==> src/hw/rtl/mtmf_pkg.sv <==
`default_nettype none

package mtmf_pkg;

    // Field widths of the request and result items.
    localparam int CH_W    = 3;
    localparam int CODE_W  = 12;
    localparam int WIN_W   = 5;
    localparam int FRAC_W  = 4;
    localparam int MEAN_W  = 16;
    localparam int MV_W    = 12;
    localparam int PROD_W  = MEAN_W + MV_W;

    // Packed stream widths, padded to whole bytes.
    localparam int IN_TDATA_W  = 16;
    localparam int OUT_TDATA_W = 32;

    // Default sizing of the block.
    localparam int CHANNELS_DEF   = 6;
    localparam int MAX_WINDOW_DEF = 16;

    // Window length minimum and reset value.
    localparam int               WINDOW_MIN   = 3;
    localparam logic [WIN_W-1:0] WINDOW_RESET = 5'd8;

    // Code full scale and the millivolt scale for a 3.3 V reference.
    localparam logic [CODE_W-1:0] CODE_MAX = 12'd4095;
    localparam logic [MV_W-1:0]   MV_FULL  = 12'd3300;

    // Sequencer states.
    typedef enum logic [2:0] {
        ST_IDLE,
        ST_UPDATE,
        ST_DIV,
        ST_MUL,
        ST_OUT
    } mtmf_state_t;

endpackage

`default_nettype wire

==> src/hw/rtl/multichannel_trimmed_mean_filter.sv <==
// Multichannel trimmed-mean filter for 12-bit ADC conversions.
// The slave stream carries one conversion per request, tagged with its
// channel. Each channel accumulates sum, maximum, minimum and count; when
// the count reaches the window length (cfg register, clamped to 3..MAX_WINDOW)
// the block drops the maximum and minimum, averages the rest with 4 fraction
// bits, scales that to millivolts and sends one result on the master stream.
// The channel's accumulators are then cleared. Requests for a channel at or
// above CHANNELS are taken and dropped.
// Sequencing: a request that does not close a window passes through the update
// state and back to idle. A request that closes a window goes on through the
// divide, multiply and output states before the next request is taken. The
// restoring divider has a dividend width of SUM_W + 4 (20 at the default
// sizing) and retires one quotient bit per cycle.
// s_tready is high only while the sequencer is idle.
// The result sits in an output register, so a stalled receiver does not block
// new requests until a second result is finished and waits for the first.
// Reset (synchronous, active low) clears all channels and sets the window to 8.
`default_nettype none

module multichannel_trimmed_mean_filter #(
    parameter int CHANNELS   = mtmf_pkg::CHANNELS_DEF,
    parameter int MAX_WINDOW = mtmf_pkg::MAX_WINDOW_DEF
) (
    input  wire logic                               aclk,
    input  wire logic                               aresetn,
    // Configuration: window_len.
    input  wire logic                               cfg_we,
    input  wire logic [mtmf_pkg::WIN_W-1:0]         cfg_wdata,
    // Requests: channel [2:0], sample [14:3], zeros above.
    input  wire logic                               s_tvalid,
    output logic                                    s_tready,
    input  wire logic [mtmf_pkg::IN_TDATA_W-1:0]    s_tdata,
    // Results: out_channel [2:0], mean_code [18:3], millivolts [30:19], zeros above.
    output logic                                    m_tvalid,
    input  wire logic                               m_tready,
    output logic [mtmf_pkg::OUT_TDATA_W-1:0]        m_tdata
);

    import mtmf_pkg::*;

    localparam int CH_IDX_W = (CHANNELS > 1) ? $clog2(CHANNELS) : 1;
    localparam int SUM_W    = $clog2(MAX_WINDOW * 4095 + 1);
    localparam int CNT_W    = $clog2(MAX_WINDOW + 1);
    localparam int DIV_W    = SUM_W + FRAC_W;

    mtmf_state_t state_reg, state_next;

    logic [WIN_W-1:0]  window_len_reg;

    // Per-channel accumulators.
    logic [SUM_W-1:0]  sum_reg   [CHANNELS];
    logic [CODE_W-1:0] max_reg   [CHANNELS];
    logic [CODE_W-1:0] min_reg   [CHANNELS];
    logic [CNT_W-1:0]  count_reg [CHANNELS];

    // Latched request.
    logic [CH_W-1:0]   ch_reg;
    logic [CODE_W-1:0] sample_reg;

    logic [CH_IDX_W-1:0] ch_idx;
    logic [SUM_W-1:0]  sum_next;
    logic [CODE_W-1:0] max_next;
    logic [CODE_W-1:0] min_next;
    logic [CNT_W-1:0]  count_next;
    logic [31:0]       eff_window;
    logic              window_done;
    logic [SUM_W-1:0]  trimmed;

    logic              s_accept;
    logic              ch_ok;
    logic              div_start;
    logic              div_done;
    logic [DIV_W-1:0]  div_quot;
    logic              out_load;

    logic [MEAN_W-1:0] mean_reg;
    logic [PROD_W-1:0] prod_reg;

    logic              out_valid_reg;
    logic [CH_W-1:0]   out_ch_reg;
    logic [MEAN_W-1:0] out_mean_reg;
    logic [MV_W-1:0]   out_mv_reg;

    assign s_accept = s_tvalid && s_tready;
    assign ch_ok    = 32'(s_tdata[CH_W-1:0]) < CHANNELS;
    assign ch_idx   = CH_IDX_W'(ch_reg);

    // Configuration register.
    always_ff @(posedge aclk) begin
        if (!aresetn) begin
            window_len_reg <= WINDOW_RESET;
        end else if (cfg_we) begin
            window_len_reg <= cfg_wdata;
        end
    end

    // Updated accumulators for the latched channel and the window check.
    always_comb begin
        sum_next   = sum_reg[ch_idx] + SUM_W'(sample_reg);
        max_next   = (sample_reg > max_reg[ch_idx]) ? sample_reg : max_reg[ch_idx];
        min_next   = (sample_reg < min_reg[ch_idx]) ? sample_reg : min_reg[ch_idx];
        count_next = count_reg[ch_idx] + 1'b1;

        eff_window = 32'(window_len_reg);
        if (eff_window < WINDOW_MIN) begin
            eff_window = WINDOW_MIN;
        end else if (eff_window > MAX_WINDOW) begin
            eff_window = MAX_WINDOW;
        end
        window_done = 32'(count_next) >= eff_window;
        trimmed     = sum_next - SUM_W'(max_next) - SUM_W'(min_next);
    end

    // Sequencer state register.
    always_ff @(posedge aclk) begin
        if (!aresetn) begin
            state_reg <= ST_IDLE;
        end else begin
            state_reg <= state_next;
        end
    end

    // Sequencer next state and strobes.
    always_comb begin
        state_next = state_reg;
        s_tready   = 1'b0;
        div_start  = 1'b0;
        out_load   = 1'b0;
        case (state_reg)
            ST_IDLE: begin
                s_tready = 1'b1;
                if (s_tvalid && ch_ok) begin
                    state_next = ST_UPDATE;
                end
            end
            ST_UPDATE: begin
                if (window_done) begin
                    div_start  = 1'b1;
                    state_next = ST_DIV;
                end else begin
                    state_next = ST_IDLE;
                end
            end
            ST_DIV: begin
                if (div_done) begin
                    state_next = ST_MUL;
                end
            end
            ST_MUL: begin
                state_next = ST_OUT;
            end
            ST_OUT: begin
                if (!out_valid_reg || m_tready) begin
                    out_load   = 1'b1;
                    state_next = ST_IDLE;
                end
            end
            default: begin
                state_next = ST_IDLE;
            end
        endcase
    end

    // Request latch.
    always_ff @(posedge aclk) begin
        if (s_accept) begin
            ch_reg     <= s_tdata[CH_W-1:0];
            sample_reg <= s_tdata[CH_W +: CODE_W];
        end
    end

    // Accumulator write-back, or clear when the window closes.
    always_ff @(posedge aclk) begin
        if (!aresetn) begin
            for (int i = 0; i < CHANNELS; i++) begin
                sum_reg[i]   <= '0;
                max_reg[i]   <= '0;
                min_reg[i]   <= CODE_MAX;
                count_reg[i] <= '0;
            end
        end else if (state_reg == ST_UPDATE) begin
            if (window_done) begin
                sum_reg[ch_idx]   <= '0;
                max_reg[ch_idx]   <= '0;
                min_reg[ch_idx]   <= CODE_MAX;
                count_reg[ch_idx] <= '0;
            end else begin
                sum_reg[ch_idx]   <= sum_next;
                max_reg[ch_idx]   <= max_next;
                min_reg[ch_idx]   <= min_next;
                count_reg[ch_idx] <= count_next;
            end
        end
    end

    // Shared divider: (trimmed * 16) / (count - 2), one bit per cycle.
    mtmf_div #(
        .N_W (DIV_W),
        .D_W (CNT_W)
    ) u_div (
        .aclk     (aclk),
        .aresetn  (aresetn),
        .start    (div_start),
        .dividend ({trimmed, {FRAC_W{1'b0}}}),
        .divisor  (count_next - CNT_W'(2)),
        .done     (div_done),
        .quotient (div_quot)
    );

    // Millivolt scaling: mean * 3300, the upper bits give the floor.
    always_ff @(posedge aclk) begin
        if (state_reg == ST_MUL) begin
            mean_reg <= div_quot[MEAN_W-1:0];
            prod_reg <= div_quot[MEAN_W-1:0] * MV_FULL;
        end
    end

    // Output register.
    always_ff @(posedge aclk) begin
        if (!aresetn) begin
            out_valid_reg <= 1'b0;
        end else if (out_load) begin
            out_valid_reg <= 1'b1;
        end else if (m_tready) begin
            out_valid_reg <= 1'b0;
        end
    end

    always_ff @(posedge aclk) begin
        if (out_load) begin
            out_ch_reg   <= ch_reg;
            out_mean_reg <= mean_reg;
            out_mv_reg   <= prod_reg[PROD_W-1 -: MV_W];
        end
    end

    assign m_tvalid = out_valid_reg;
    assign m_tdata  = {(OUT_TDATA_W - CH_W - MEAN_W - MV_W)'(0),
                       out_mv_reg, out_mean_reg, out_ch_reg};

endmodule

`default_nettype wire

==> src/hw/rtl/mtmf_div.sv <==
`default_nettype none

module mtmf_div #(
    parameter int N_W = 20,
    parameter int D_W = 5
) (
    input  wire logic           aclk,
    input  wire logic           aresetn,
    input  wire logic           start,
    input  wire logic [N_W-1:0] dividend,
    input  wire logic [D_W-1:0] divisor,
    output logic                done,
    output logic [N_W-1:0]      quotient
);

    localparam int STEP_W = $clog2(N_W + 1);

    logic              busy_reg;
    logic              done_reg;
    logic [STEP_W-1:0] cnt_reg;
    logic [D_W-1:0]    rem_reg;
    logic [D_W-1:0]    dvs_reg;
    logic [N_W-1:0]    quot_reg;

    logic [D_W:0]      shifted;
    logic [D_W+1:0]    diff;
    logic              fits;
    logic [D_W-1:0]    rem_next;

    // One restoring step: bring down the next dividend bit and try a subtract.
    always_comb begin
        shifted  = {rem_reg, quot_reg[N_W-1]};
        diff     = {1'b0, shifted} - {2'b00, dvs_reg};
        fits     = ~diff[D_W+1];
        rem_next = fits ? diff[D_W-1:0] : shifted[D_W-1:0];
    end

    // Step control; done pulses once the last quotient bit is in place.
    always_ff @(posedge aclk) begin
        if (!aresetn) begin
            busy_reg <= 1'b0;
            done_reg <= 1'b0;
            cnt_reg  <= '0;
        end else begin
            done_reg <= 1'b0;
            if (start) begin
                busy_reg <= 1'b1;
                cnt_reg  <= '0;
            end else if (busy_reg) begin
                cnt_reg <= cnt_reg + 1'b1;
                if (cnt_reg == STEP_W'(N_W - 1)) begin
                    busy_reg <= 1'b0;
                    done_reg <= 1'b1;
                end
            end
        end
    end

    // Remainder and quotient shift register.
    always_ff @(posedge aclk) begin
        if (start) begin
            rem_reg  <= '0;
            dvs_reg  <= divisor;
            quot_reg <= dividend;
        end else if (busy_reg) begin
            rem_reg  <= rem_next;
            quot_reg <= {quot_reg[N_W-2:0], fits};
        end
    end

    assign done     = done_reg;
    assign quotient = quot_reg;

endmodule

`default_nettype wire

==> config.mk <==
export PLATFORM = sky130hd
export DESIGN_NAME = multichannel_trimmed_mean_filter
export DESIGN_NICKNAME = d
export VERILOG_FILES = /design/src/hw/rtl/mtmf_pkg.sv /design/src/hw/rtl/multichannel_trimmed_mean_filter.sv /design/src/hw/rtl/mtmf_div.sv
export SDC_FILE = /design/constraint.sdc
export NUM_CORES = 1
export LEC_CHECK = 0
export BUFFER_PORTS_ARGS = -buffer_cell sky130_fd_sc_hd__buf_4
export CORE_ASPECT_RATIO = 2
export CORE_MARGIN = 2
export CORE_UTILIZATION = 55
export DETAILED_ROUTE_END_ITERATION = 7
export MAX_ROUTING_LAYER = met4
export PLACE_DENSITY = 0.71
export SLEW_MARGIN = 25
export SYNTH_ARGS = -nofsm -noshare
export SYNTH_HDL_FRONTEND = slang
export SYNTH_HIERARCHICAL = 1
export SYNTH_SLANG_ARGS = --single-unit
==> constraint.sdc <==
create_clock -name aclk -period 5.88 [get_ports aclk]
set_input_delay 0.882 -clock aclk [delete_from_list [all_inputs] [get_ports aclk]]
set_output_delay 0.882 -clock aclk [all_outputs]
set_load 0.01 [all_outputs]
### Word-level counts from Yosys, hierarchy flattened

Memories as Yosys holds them, arrays and structs flattened. A register that Yosys moved wholly into a read port is not among the register bits.
Cells that the tools add are included.

* add/sub/neg operators: 7
* multipliers: 1
* magnitude comparators: 6
* equality and inequality tests: 8
* multiplexer cells: 50
* bitwise logic cells: 7
* reductions and logical operators: 14

Operator list (number)
* 2-to-1 mux 12 bit: 6
* 2-to-1 mux 20 bit: 2
* 2-to-1 mux 3 bit: 11
* greater-or-equal comparator 5 x 32 -> 1 bit: 1
* 2-to-1 mux 16 bit: 2
* subtractor 16 x 12 -> 16 bit: 2
* multiplier 16 x 10 -> 26 bit, second input constant: 1
* 2-to-1 mux 5 bit: 5
* OR reduction 12 bit: 2
* 2-to-1 mux 1 bit: 22
* adder 16 x 12 -> 16 bit: 1
* OR reduction 16 bit: 1
* case mux 3 bit (5 select lines): 1
* > comparator 12 bit: 1
* < comparator 12 bit: 1
* adder 5 x 1 -> 5 bit, second input constant: 2
* subtractor 6 x 5 -> 7 bit: 1
* == test 3 x 2 -> 1 bit, second input constant: 2
* == test 5 bit, second input constant: 1
* > comparator 5 bit, second input constant: 1
* < comparator 5 x 2 -> 1 bit, second input constant: 1
* OR reduction 5 bit: 1
* subtractor 5 x 2 -> 5 bit, second input constant: 1
* != test 2 bit, second input constant: 2
* other kinds (15): 22

* bits in registers: 134
* memory bits (writable): 270
* bits of input ports: 26
* output and inout port bits: 34
* memories kept: 4

Memory list
* sum_reg: depth 6, width 16, rd ports 1, clocked after Yosys merged registers in 1, wr ports 6, line multichannel_trimmed_mean_filter.sv:51 `logic [SUM_W-1:0] sum_reg [CHANNELS];`
* max_reg: depth 6, width 12, rd ports 1, clocked after Yosys merged registers in 1, wr ports 6, line multichannel_trimmed_mean_filter.sv:52 `logic [CODE_W-1:0] max_reg [CHANNELS];`
* min_reg: depth 6, width 12, rd ports 1, clocked after Yosys merged registers in 1, wr ports 6, line multichannel_trimmed_mean_filter.sv:53 `logic [CODE_W-1:0] min_reg [CHANNELS];`
* count_reg: depth 6, width 5, rd ports 1, clocked after Yosys merged registers in 1, wr ports 6, line multichannel_trimmed_mean_filter.sv:54 `logic [CNT_W-1:0] count_reg [CHANNELS];`

### Longest topological paths before layout

Gate-level depths: netlist of the first run.

* word-level depth: 11
* mapped depth: 26

### By module

Netlist of the first run, hierarchy kept.

Modules (own cells, without submodules)
* multichannel_trimmed_mean_filter: times used 1, cells each 1621, area an instance 22944.5 µm², sequential area each 13272.7 µm²
* mtmf_div: times used 1, cells each 125, area an instance 1682.9 µm², sequential area each 991.0 µm²

### Worst setup path after synthesis of the first run

No wires, ideal clock.

* path kind: register -> register
* from: reg (tool-made name)
* to: reg u_div.quot_reg[19] (netlist: u_div/quotient[19]), data pin
* setup time: 260 ps
* data arrival time: 6089 ps
* data required time: 5620 ps
* slack: -469 ps
* cell stages (with the launch flop): 26
* path buffers: 5
* clock period less this slack: 6349 ps
* path through: dfxtp_1 > buf_4 > buf_4 > buf_2 > buf_2 > clkbuf_1 > mux4_2 > mux2_2 > ha_1 > fa_1 > a211oi_1 > o21ai_0 > a31oi_1 > o21bai_1 > a21oi_1 > xor2_1 > inv_1 > fa_1 > ha_1 > o2bb2a_1 > a21oi_1 > a211oi_1 > o31a_1 > mux2i_1 > xor2_1 > mux2_2

RTL lines
* end signal: assignment: line mtmf_div.sv:64 `quot_reg <= dividend;`
* end signal: assignment: line mtmf_div.sv:67 `quot_reg <= {quot_reg[N_W-2:0], fits};`
* end: declaration: line mtmf_div.sv:23 `logic [N_W-1:0] quot_reg;`

==> results.yml, run 1 <==
sta:
  setup_viol: 0
  worst_slack_ns: 0.1843
  period_minus_slack_ns: 5.696
  drv_slew: 0
  fin_crit_sh_pct: 96.87
  finClkSkew_ns: 0.02245
  slew_headroom_pct: 34.01
  hold_viol: 0
  fin_tns_setup_ns: 0
  tightest_slew_ns: 0.9863
  fmax_mhz: 175.6
floorplanning:
  die_x_um: 153.6
  die_area_um2: 46590
  core_um2: 44190
  ios: 60
  num_rows: 109
  start_util_pct: 55.73
  dieHeight_um: 303.3
grt:
  grt_pass1_vias: 16052
  grt_pass1_wl_um: 89530
  track_usage_pct: 26.30
  antenna_found_initial: 0
  grt_max_degree: 46
  globalRouteOverflowTotal: 0
clock_tree:
  insertion_delay_ns: 0.57
  clk_pin_slew_worst_paths_ns: 0.07
  cts_sinks: 483
  cts-root-buf: "clkbuf_16"
  cts_buffers: 43
  clock_path_buffers: 3
  ctsHtreeMaxLevel: 2
  cts_tree: "done"
yosys:
  synth_flop_cell: "edfxtp_1"
  yosys.area.top_type: "edfxtp_1"
  syn_avg_cell_area_um2: 14.11
  syn_area_um2: 24630
  ys_types: 70
  yosysSeqAreaShare_pct: 57.92
  synthDominantCellAreaShare_pct: 55.97
  synthArstFlopShare_pct: 0
  ys_seq_elements: 483
  synth_edf_count: 459
  syn_inst: 1746
  synth.area.top_cells: "edfxtp_1, mux4_2, ha_1"
  yosysWarnings: 6
critical_path:
  cp_max_fo: 7
  reg2reg_to: "u_div/quotient[18]"
  setup.worst_path.end_class: "flip-flop"
  required_ns: 6.19
  cp.arrival_ns: 6.00
  reg2reg_depth: 23
  start_kind: "flip-flop"
  critPathKind: "reg -> reg"
  reg2reg_slack_ns: 0.18
final_layout:
  post-route-cell-area_um2: 28240
  drive_above_1_share_pct: 24.07
  fin_cells: 2520
  area_growth_pct: 14.67
  layout_common_cells: "edfxtp_1, nor2_1, buf_4"
  final_common_cell: "edfxtp_1"
  antenna_cells: 0
  largest_reg_flops: 128
  fill_cells: 3306
  fin_nets: 2159
outcome:
  outcome: "finished clean"
hold_path:
  holdPathEnd: "out_mean_reg[6]"
  worstHoldStart: "mean_reg[6]"
  hp-class: "reg -> reg"
  worst_hold_path.num_cells: 0
routing:
  via_count: 14840
  dr.first_iter.drc_count: 904
  drt_wl_total_um: 58790
  detail-route-antenna-nets: 0
  wl_per_cell_um: 23.33
  via_per_inst: 5.889
  drcViolationCount: 0
  dr.pass1.iters: 5
placed_design:
  dp_slack_ns: -0.03206
  place_area_um2: 26600
  gp_congestion: 0.9305
  dp_cells: 2429
  portBuffers: 57
  dp_hpwl_um: 40580
power:
  power_density_nw_per_um2: 468.8
  p_leak_nw: 10.81
  vdd_ir_drop_max_v: 0.0003445
flow_run:
  maxCapViolations: 0
## final cells by class
cell class | instances | area (µm²) | area share (%)
flip-flops and latches | 483 | 14270 | 50.54
multi-input cells | 1037 | 9584 | 33.94
repair buffers | 199 | 1640 | 5.808
clock buffers | 51 | 1149 | 4.067
well taps | 555 | 694.4 | 2.459
inverters | 167 | 626.9 | 2.220
clock inverters | 28 | 274.0 | 0.9703
## critical path, cell delays in order, from the launching register on
cell and delay [ns]:
dfxtp_4 0.44, buf_12 0.17, mux4_2 0.52, mux2i_1 0.15, buf_4 0.14, ha_1 0.23
a21o_1 0.19, a21o_1 0.17, a21oi_1 0.16, o21ai_1 0.13, o22a_2 0.29, mux2i_2 0.49
fa_1 0.32, inv_1 0.07, fa_1 0.41, nor2b_1 0.17, o31ai_1 0.08, buf_4 0.14
a21oi_2 0.25, o2111ai_2 0.16, a31oi_1 0.24, nor3_1 0.10, xnor2_1 0.15, mux2_2 0.27
## power by group
part	switching (mW)	leakage [nW]	internal, mW
clock	1.27	0.685	1.59
sequential	0.102	4.47	4.08
combinational	3.38	5.65	2.81
## how the worst max path moves through the flow
| stage | start | endpoint | slack (ns) | cells after the start |
|---|---|---|---|---|
| detailed placement | flip-flop | u_div/quotient[19] | -0.03 | 22 |
| global route | flip-flop | u_div/quotient[19] | -0.02 | 22 |
| floorplan | flip-flop | u_div/quotient[19] | 0.04 | 25 |
| global placement | flip-flop | u_div/quotient[19] | 0.02 | 22 |
| CTS | flip-flop | u_div/quotient[19] | -0.003 | 21 |
| finish | flip-flop | u_div/quotient[18] | 0.18 | 23 |
## per-stage QoR
step / utilization (%) / power [mW] / hold WS [ns]
after floorplan: - / 8.515 / 0.4003
after detailed placement: 60.20 / 10.32 / 0.4045
after global routing: 63.91 / 14.17 / 0.4269
final: 63.91 / 13.24 / 0.4180
after global placement: 60.20 / 10.05 / 0.4007
after CTS: 63.44 / 13.20 / 0.4168
## cells in the mapped netlist (6+ instances only)
cell and n:
buf_4 6, a211oi_1 9, nand3_1 17, fa_1 60
ha_1 142, nand4_1 8, nor2_1 227, xnor2_1 25
a21o_1 17, mux2_4 8, mux2_2 52, a21oi_1 37
nand2b_1 8, dfxtp_1 24, buf_2 13, o21ai_0 30
nor3_1 23, mux2i_1 36, nor2b_1 19, edfxtp_1 459
inv_1 166, o21a_1 13, o211ai_1 6, clkbuf_1 33
xor2_1 18, mux4_2 90, nand2_1 129
## metal layers
| metal | vias to the layer above | part of all wire, % | GRT usage [%] |
|---|---|---|---|
| li1 | 6677 | - | - |
| met1 | 7434 | 33 | 26.71 |
| met2 | 514 | 55 | 48.68 |
| met3 | 215 | 4.8 | 2.749 |
| met4 | 0 | 6.9 | 15.33 |
| met5 | - | 0 | - |
## cell families after synthesis
logic type / after synthesis / synth area share [%]
flops: 483 / 57.92
simple gates: 450 / 7.666
buf+inv: 230 / 3.897
fa+ha+maj: 202 / 12.09
mux: 190 / 12.82
compound gates: 145 / 3.887
xor+xnor: 45 / 1.707
other cells: 1 / 0.01523
## timing repair
action,CTS,global route
gates resized for setup,3,21
setup endpoints to repair,5,7
pin swaps,0,6
cloned,0,2
buffers inserted,0,10
hold buffers,0,0
endpoints found under the hold margin,0,0
No activity file was read; power rests on OpenSTA's default activity.
==> run 2: changes to the inputs <==
--- a/config.mk
+++ b/config.mk
@@ -15,5 +15,4 @@
 export SLEW_MARGIN = 25
 export SYNTH_ARGS = -nofsm -noshare
 export SYNTH_HDL_FRONTEND = slang
-export SYNTH_HIERARCHICAL = 1
 export SYNTH_SLANG_ARGS = --single-unit
==> results.yml, run 2 <==
placed_design:
  gp_congestion: 0.9259
  dp_hpwl_um: 39640
  dp_cells: 2396
  portBuffers: 57
sta:
  hold_viol: 0
  setup_viol: 0
  period_minus_slack_ns: 5.686
  fin_crit_sh_pct: 96.70
  finClkSkew_ns: 0.01238
  fin_tns_setup_ns: 0
  fmax_mhz: 175.9
  rsz0062_at_grt: "no"
  tightest_slew_ns: 0.9791
  drv_slew: 0
  slew_headroom_pct: 34.73
yosys:
  yosys.area.top_type: "edfxtp_1"
  ys_seq_elements: 483
  synth_flop_cell: "edfxtp_1"
  synth_edf_count: 455
  syn_area_um2: 24470
  ys_types: 62
  synthDominantCellAreaShare_pct: 55.83
  yosysSeqAreaShare_pct: 58.12
  synth_common_cells: "edfxtp_1, nor2_1, inv_1"
  yosysWarnings: 0
  synthArstFlopShare_pct: 0
  syn_inst: 1759
  syn_avg_cell_area_um2: 13.91
  synth_nets: 1986
  synth_most_common_cell: "edfxtp_1"
  synth.area.top_cells: "edfxtp_1, mux4_2, ha_1"
final_layout:
  layout_common_cells: "edfxtp_1, nor2_1, inv_1"
  fin_nets: 2118
  largest_reg_flops: 128
  drive_above_1_share_pct: 20.25
  area_growth_pct: 13.12
  fin_cells: 2476
  antenna_cells: 0
  final_common_cell: "edfxtp_1"
routing:
  drt_wl_total_um: 57230
  dr.pass1.iters: 5
  drcViolationCount: 0
  dr.first_iter.drc_count: 905
  detail-route-antenna-nets: 0
  wl_per_cell_um: 23.11
  via_count: 14736
  via_per_inst: 5.952
power:
  power_density_nw_per_um2: 535.3
  p_leak_nw: 10.43
  vdd_ir_drop_max_v: 0.0004132
clock_tree:
  cts_buffers: 41
  ctsHtreeMaxLevel: 2
  insertion_delay_ns: 0.57
  cts_sinks: 483
  cts-root-buf: "clkbuf_16"
  clk_pin_slew_worst_paths_ns: 0.06
  clock_path_buffers: 3
  cts_tree: "done"
critical_path:
  cp_max_fo: 13
  critPathKind: "reg -> reg"
  setup.worst_path.end_class: "flip-flop"
  required_ns: 6.18
  start_kind: "flip-flop"
  cp.arrival_ns: 5.99
grt:
  grt_max_degree: 46
  track_usage_pct: 25.67
  globalRouteOverflowTotal: 0
  grt_pass1_wl_um: 86730
  antenna_found_initial: 0
  grt_pass1_vias: 15456
floorplanning:
  start_util_pct: 55.55
  core_um2: 44050
  dieHeight_um: 302.3
  die_x_um: 153.2
  die_area_um2: 46300
  num_rows: 109
  ios: 60
flow_run:
  maxCapViolations: 0
hold_path:
  hp-class: "reg -> reg"
outcome:
  outcome: "finished clean"
## run 2: cell count changes in the layout (fill, tap and decap cells not counted), sizes merged, moves of 5 or more
cell      previous run  this run
clkinv              15         9
o21a                13         5
nand3               17        29
o21ai               34        40
buf                197       159
nand2b               8        22
clkinvlp             7         1
nand2              131       136
mux2                60        41
nor2               227       211
nor3                23        17
## run 2: cells by family after synthesis
logic type / share of synthesized area, %
fa+ha+maj: 12.12
compound gates: 3.789
other cells: 0.01532
xor+xnor: 1.718
simple gates: 8.278
flops: 58.12
buf+inv: 3.881
mux: 12.08
## run 2: area by class of cell
type	count	area [µm²]
timing repair buffer	160	1354
multi-input combinational	1036	9477
clock inverter	17	209.0
inverter	169	634.4
sequential	483	14230
clock buffer	56	1082
fill	3258	16370
tap	555	694.4
## run 2: where the power goes
group	internal (mW)	leakage, nW	switching, mW
registers	4.22	4.46	0.149
clock network	1.48	0.625	1.21
logic	3.59	5.35	4.18
## run 2: layer usage
layer	wire length [µm]	vias to the layer above	track usage (%)	part of all wire [%]
met1	18760	7392	25.79	33
met5	0	-	-	0
met4	3628	0	14.22	6.3
met2	31860	525	47.96	56
met3	2987	191	2.908	5.2
li1	-	6628	-	-
## run 2: worst max-delay path, cell delays in order (launching register included)
cell	delay [ns]
dfxtp_4	0.41
buf_12	0.18
mux4_2	0.52
mux2_4	0.31
inv_1	0.07
ha_1	0.24
a21o_1	0.17
a21o_1	0.17
a21oi_1	0.20
o21ai_1	0.13
o22a_2	0.35
mux2i_4	0.24
fa_1	0.50
ha_1	0.25
a211o_1	0.34
a2111oi_4	0.43
o21ai_2	0.13
a41oi_2	0.22
o21ai_2	0.12
nor4b_1	0.15
a41oi_1	0.19
nand2_1	0.08
## run 2: stage by stage
step	power [mW]	cell area (µm²)	utilization, %	worst slack, ns	hold WS (ns)
after floorplan	9.767	24540	-	0.0004809	0.4003
after global placement	11.80	26170	59.40	0.1300	0.4014
after detailed placement	12.03	26200	59.47	0.06201	0.4045
after CTS	14.73	27490	62.40	0.03532	0.4192
after global routing	16.00	27680	62.84	0.02615	0.4216
final	14.82	27680	62.84	0.1938	0.4185
## run 2: timing repair
item / CTS / global route
endpoints found under the setup margin: 0 / 5
setup buffers: 0 / 6
resized for setup: 0 / 29
hold buffers: 0 / 0
## run 2: final timing paths
check	from	end	slack, ns	cells after the start
worst max-delay path	flip-flop	u_div.quotient[19]	0.19	21
worst min-delay path	prod_reg[21]	out_mv_reg[5]	0.42	0
worst min register to register	prod_reg[21]	out_mv_reg[5]	0.42	0
worst max register to register	flip-flop	u_div.quotient[19]	0.19	21
==> run 3: changes to the inputs <==
--- a/config.mk
+++ b/config.mk
@@ -12,6 +12,7 @@
 export DETAILED_ROUTE_END_ITERATION = 7
 export MAX_ROUTING_LAYER = met4
 export PLACE_DENSITY = 0.71
+export REMOVE_ABC_BUFFERS = 1
 export SLEW_MARGIN = 25
 export SYNTH_ARGS = -nofsm -noshare
 export SYNTH_HDL_FRONTEND = slang
==> results.yml, run 3 (synthesis results as in run 2) <==
floorplanning:
  dieHeight_um: 302.3
  die_x_um: 153.2
  ios: 60
  die_area_um2: 46300
  core_um2: 44050
  start_util_pct: 55.55
  num_rows: 109
clock_tree:
  cts_buffers: 42
  ctsHtreeMaxLevel: 2
  cts_tree: "done"
  cts-root-buf: "clkbuf_16"
  clock_path_buffers: 3
  clk_pin_slew_worst_paths_ns: 0.07
  insertion_delay_ns: 0.56
  cts_sinks: 483
routing:
  detail-route-antenna-nets: 0
  wl_per_cell_um: 22.22
  dr.pass1.iters: 5
  drcViolationCount: 0
  dr.first_iter.drc_count: 881
  via_count: 14882
  via_per_inst: 5.850
  drt_wl_total_um: 56530
final_layout:
  final_common_cell: "edfxtp_1"
  area_growth_pct: 15.24
  largest_reg_flops: 128
  fill_cells: 3252
  antenna_cells: 0
  drive_above_1_share_pct: 23.13
  utilization_pct: 64.02
  fin_nets: 2183
  fin_cells: 2544
  layout_common_cells: "edfxtp_1, buf_4, nor2_1"
hold_path:
  hp-class: "reg -> reg"
  worstHoldStart: "prod_reg[23]"
grt:
  grt_pass1_vias: 15945
  track_usage_pct: 25.44
  globalRouteOverflowTotal: 0
  grt_max_degree: 46
  antenna_found_initial: 0
  grt_pass1_wl_um: 86760
sta:
  worst_slack_ns: 0.1919
  finClkSkew_ns: 0.03043
  rsz0062_at_grt: "yes"
  tightest_slew_ns: 0.9580
  drv_slew: 0
  period_minus_slack_ns: 5.688
  setup_viol: 0
  fmax_mhz: 175.8
  hold_viol: 0
  slew_headroom_pct: 36.13
  fin_crit_sh_pct: 96.74
critical_path:
  required_ns: 6.29
  start_kind: "flip-flop"
  crit_path_cell_trace: "buf_8, buf_12, mux4_2, mux2_2, ha_1, fa_1, a211oi_2, buf_4, o21ai_0, a21oi_2, o21bai_1, a21oi_2, xnor2_2, fa_1, ha_1, and3_1, a311oi_2, o21bai_1, a21o_1, or4_1, nand3_1"
  critPathKind: "reg -> reg"
  critPathBufInv: 3
  cp.arrival_ns: 6.10
  crit_family: "adder cells"
  cp_slowest_stage_delay_ns: 0.50
  cp_max_fo: 12
  slowest_stage: "mux4_2"
  setup.worst_path.end_class: "flip-flop"
power:
  p_seq_share_pct: 29.0
  p_comb_share_pct: 52.5
  power_density_nw_per_um2: 531.5
  switching_share_pct: 36.99
  vdd_ir_drop_max_v: 0.0004309
  p_leak_nw: 10.75
  p_clk_share_pct: 18.5
  internal_power_mw: 9.445
  switchingPower_mw: 5.545
  power_mw: 14.99
placed_design:
  portBuffers: 57
  dp_hpwl_um: 39070
  gp_congestion: 0.8977
  dp_slack_ns: -0.1508
  dp_cells: 2453
outcome:
  outcome: "finished clean"
flow_run:
  maxCapViolations: 0
[run 3: area by class of cell]
cell class	instances	area, µm²	share of cell area, %
Sequential cell	483	14230	50.47
Multi-Input combinational cell	1036	9445	33.49
Timing Repair Buffer	224	1831	6.491
Clock buffer	51	1116	3.957
Tap cell	555	694.4	2.462
Inverter	169	634.4	2.249
Clock inverter	26	249.0	0.8829
[run 3: what timing repair did]
item	4_1_cts	5_1_grt
resized for setup	7	20
setup buffers	0	14
hold buffers	0	0
cloned	0	0
pin swaps	1	5
endpoints found under the setup margin	3	8
[run 3: power groups by stage]
stage | Clock, mW | Combinational [mW] | Sequential, mW
after global placement | 0 | 7.43 | 4.41
after global routing | 2.93 | 8.94 | 4.37
after detailed placement | 0 | 7.67 | 4.42
after CTS | 2.82 | 7.75 | 4.35
final | 2.77 | 7.87 | 4.35
after floorplan | 0 | 5.25 | 4.46
[run 3: final timing paths]
| path | cells past startpoint | to | slack (ns) |
|---|---|---|---|
| setup / recovery | 21 | u_div.quotient[18] | 0.19 |
| hold / removal | 0 | out_mv_reg[7] | 0.42 |
| setup reg to reg | 21 | u_div.quotient[18] | 0.19 |
| hold reg to reg | 0 | out_mv_reg[7] | 0.42 |
[run 3: routing by layer]
metal,share of wire [%],GRT usage [%],vias to the layer above,routed length [µm]
met2,56,47.91,497,31600
met5,0,-,-,0
met1,33,25.56,7454,18920
met4,5.9,13.67,0,3343
li1,-,-,6744,-
met3,4.7,2.650,187,2664
[run 3: through the flow]
stage	setup TNS [ns]	hold WS, ns	cell area [µm²]
floorplan	-667.96	0.4003	24160
global placement	-0.2249	0.4010	26610
detailed placement	-0.3672	0.4045	26610
CTS	0	0.4201	28000
global route	-0.02487	0.4259	28200
finish	0	0.4199	28200
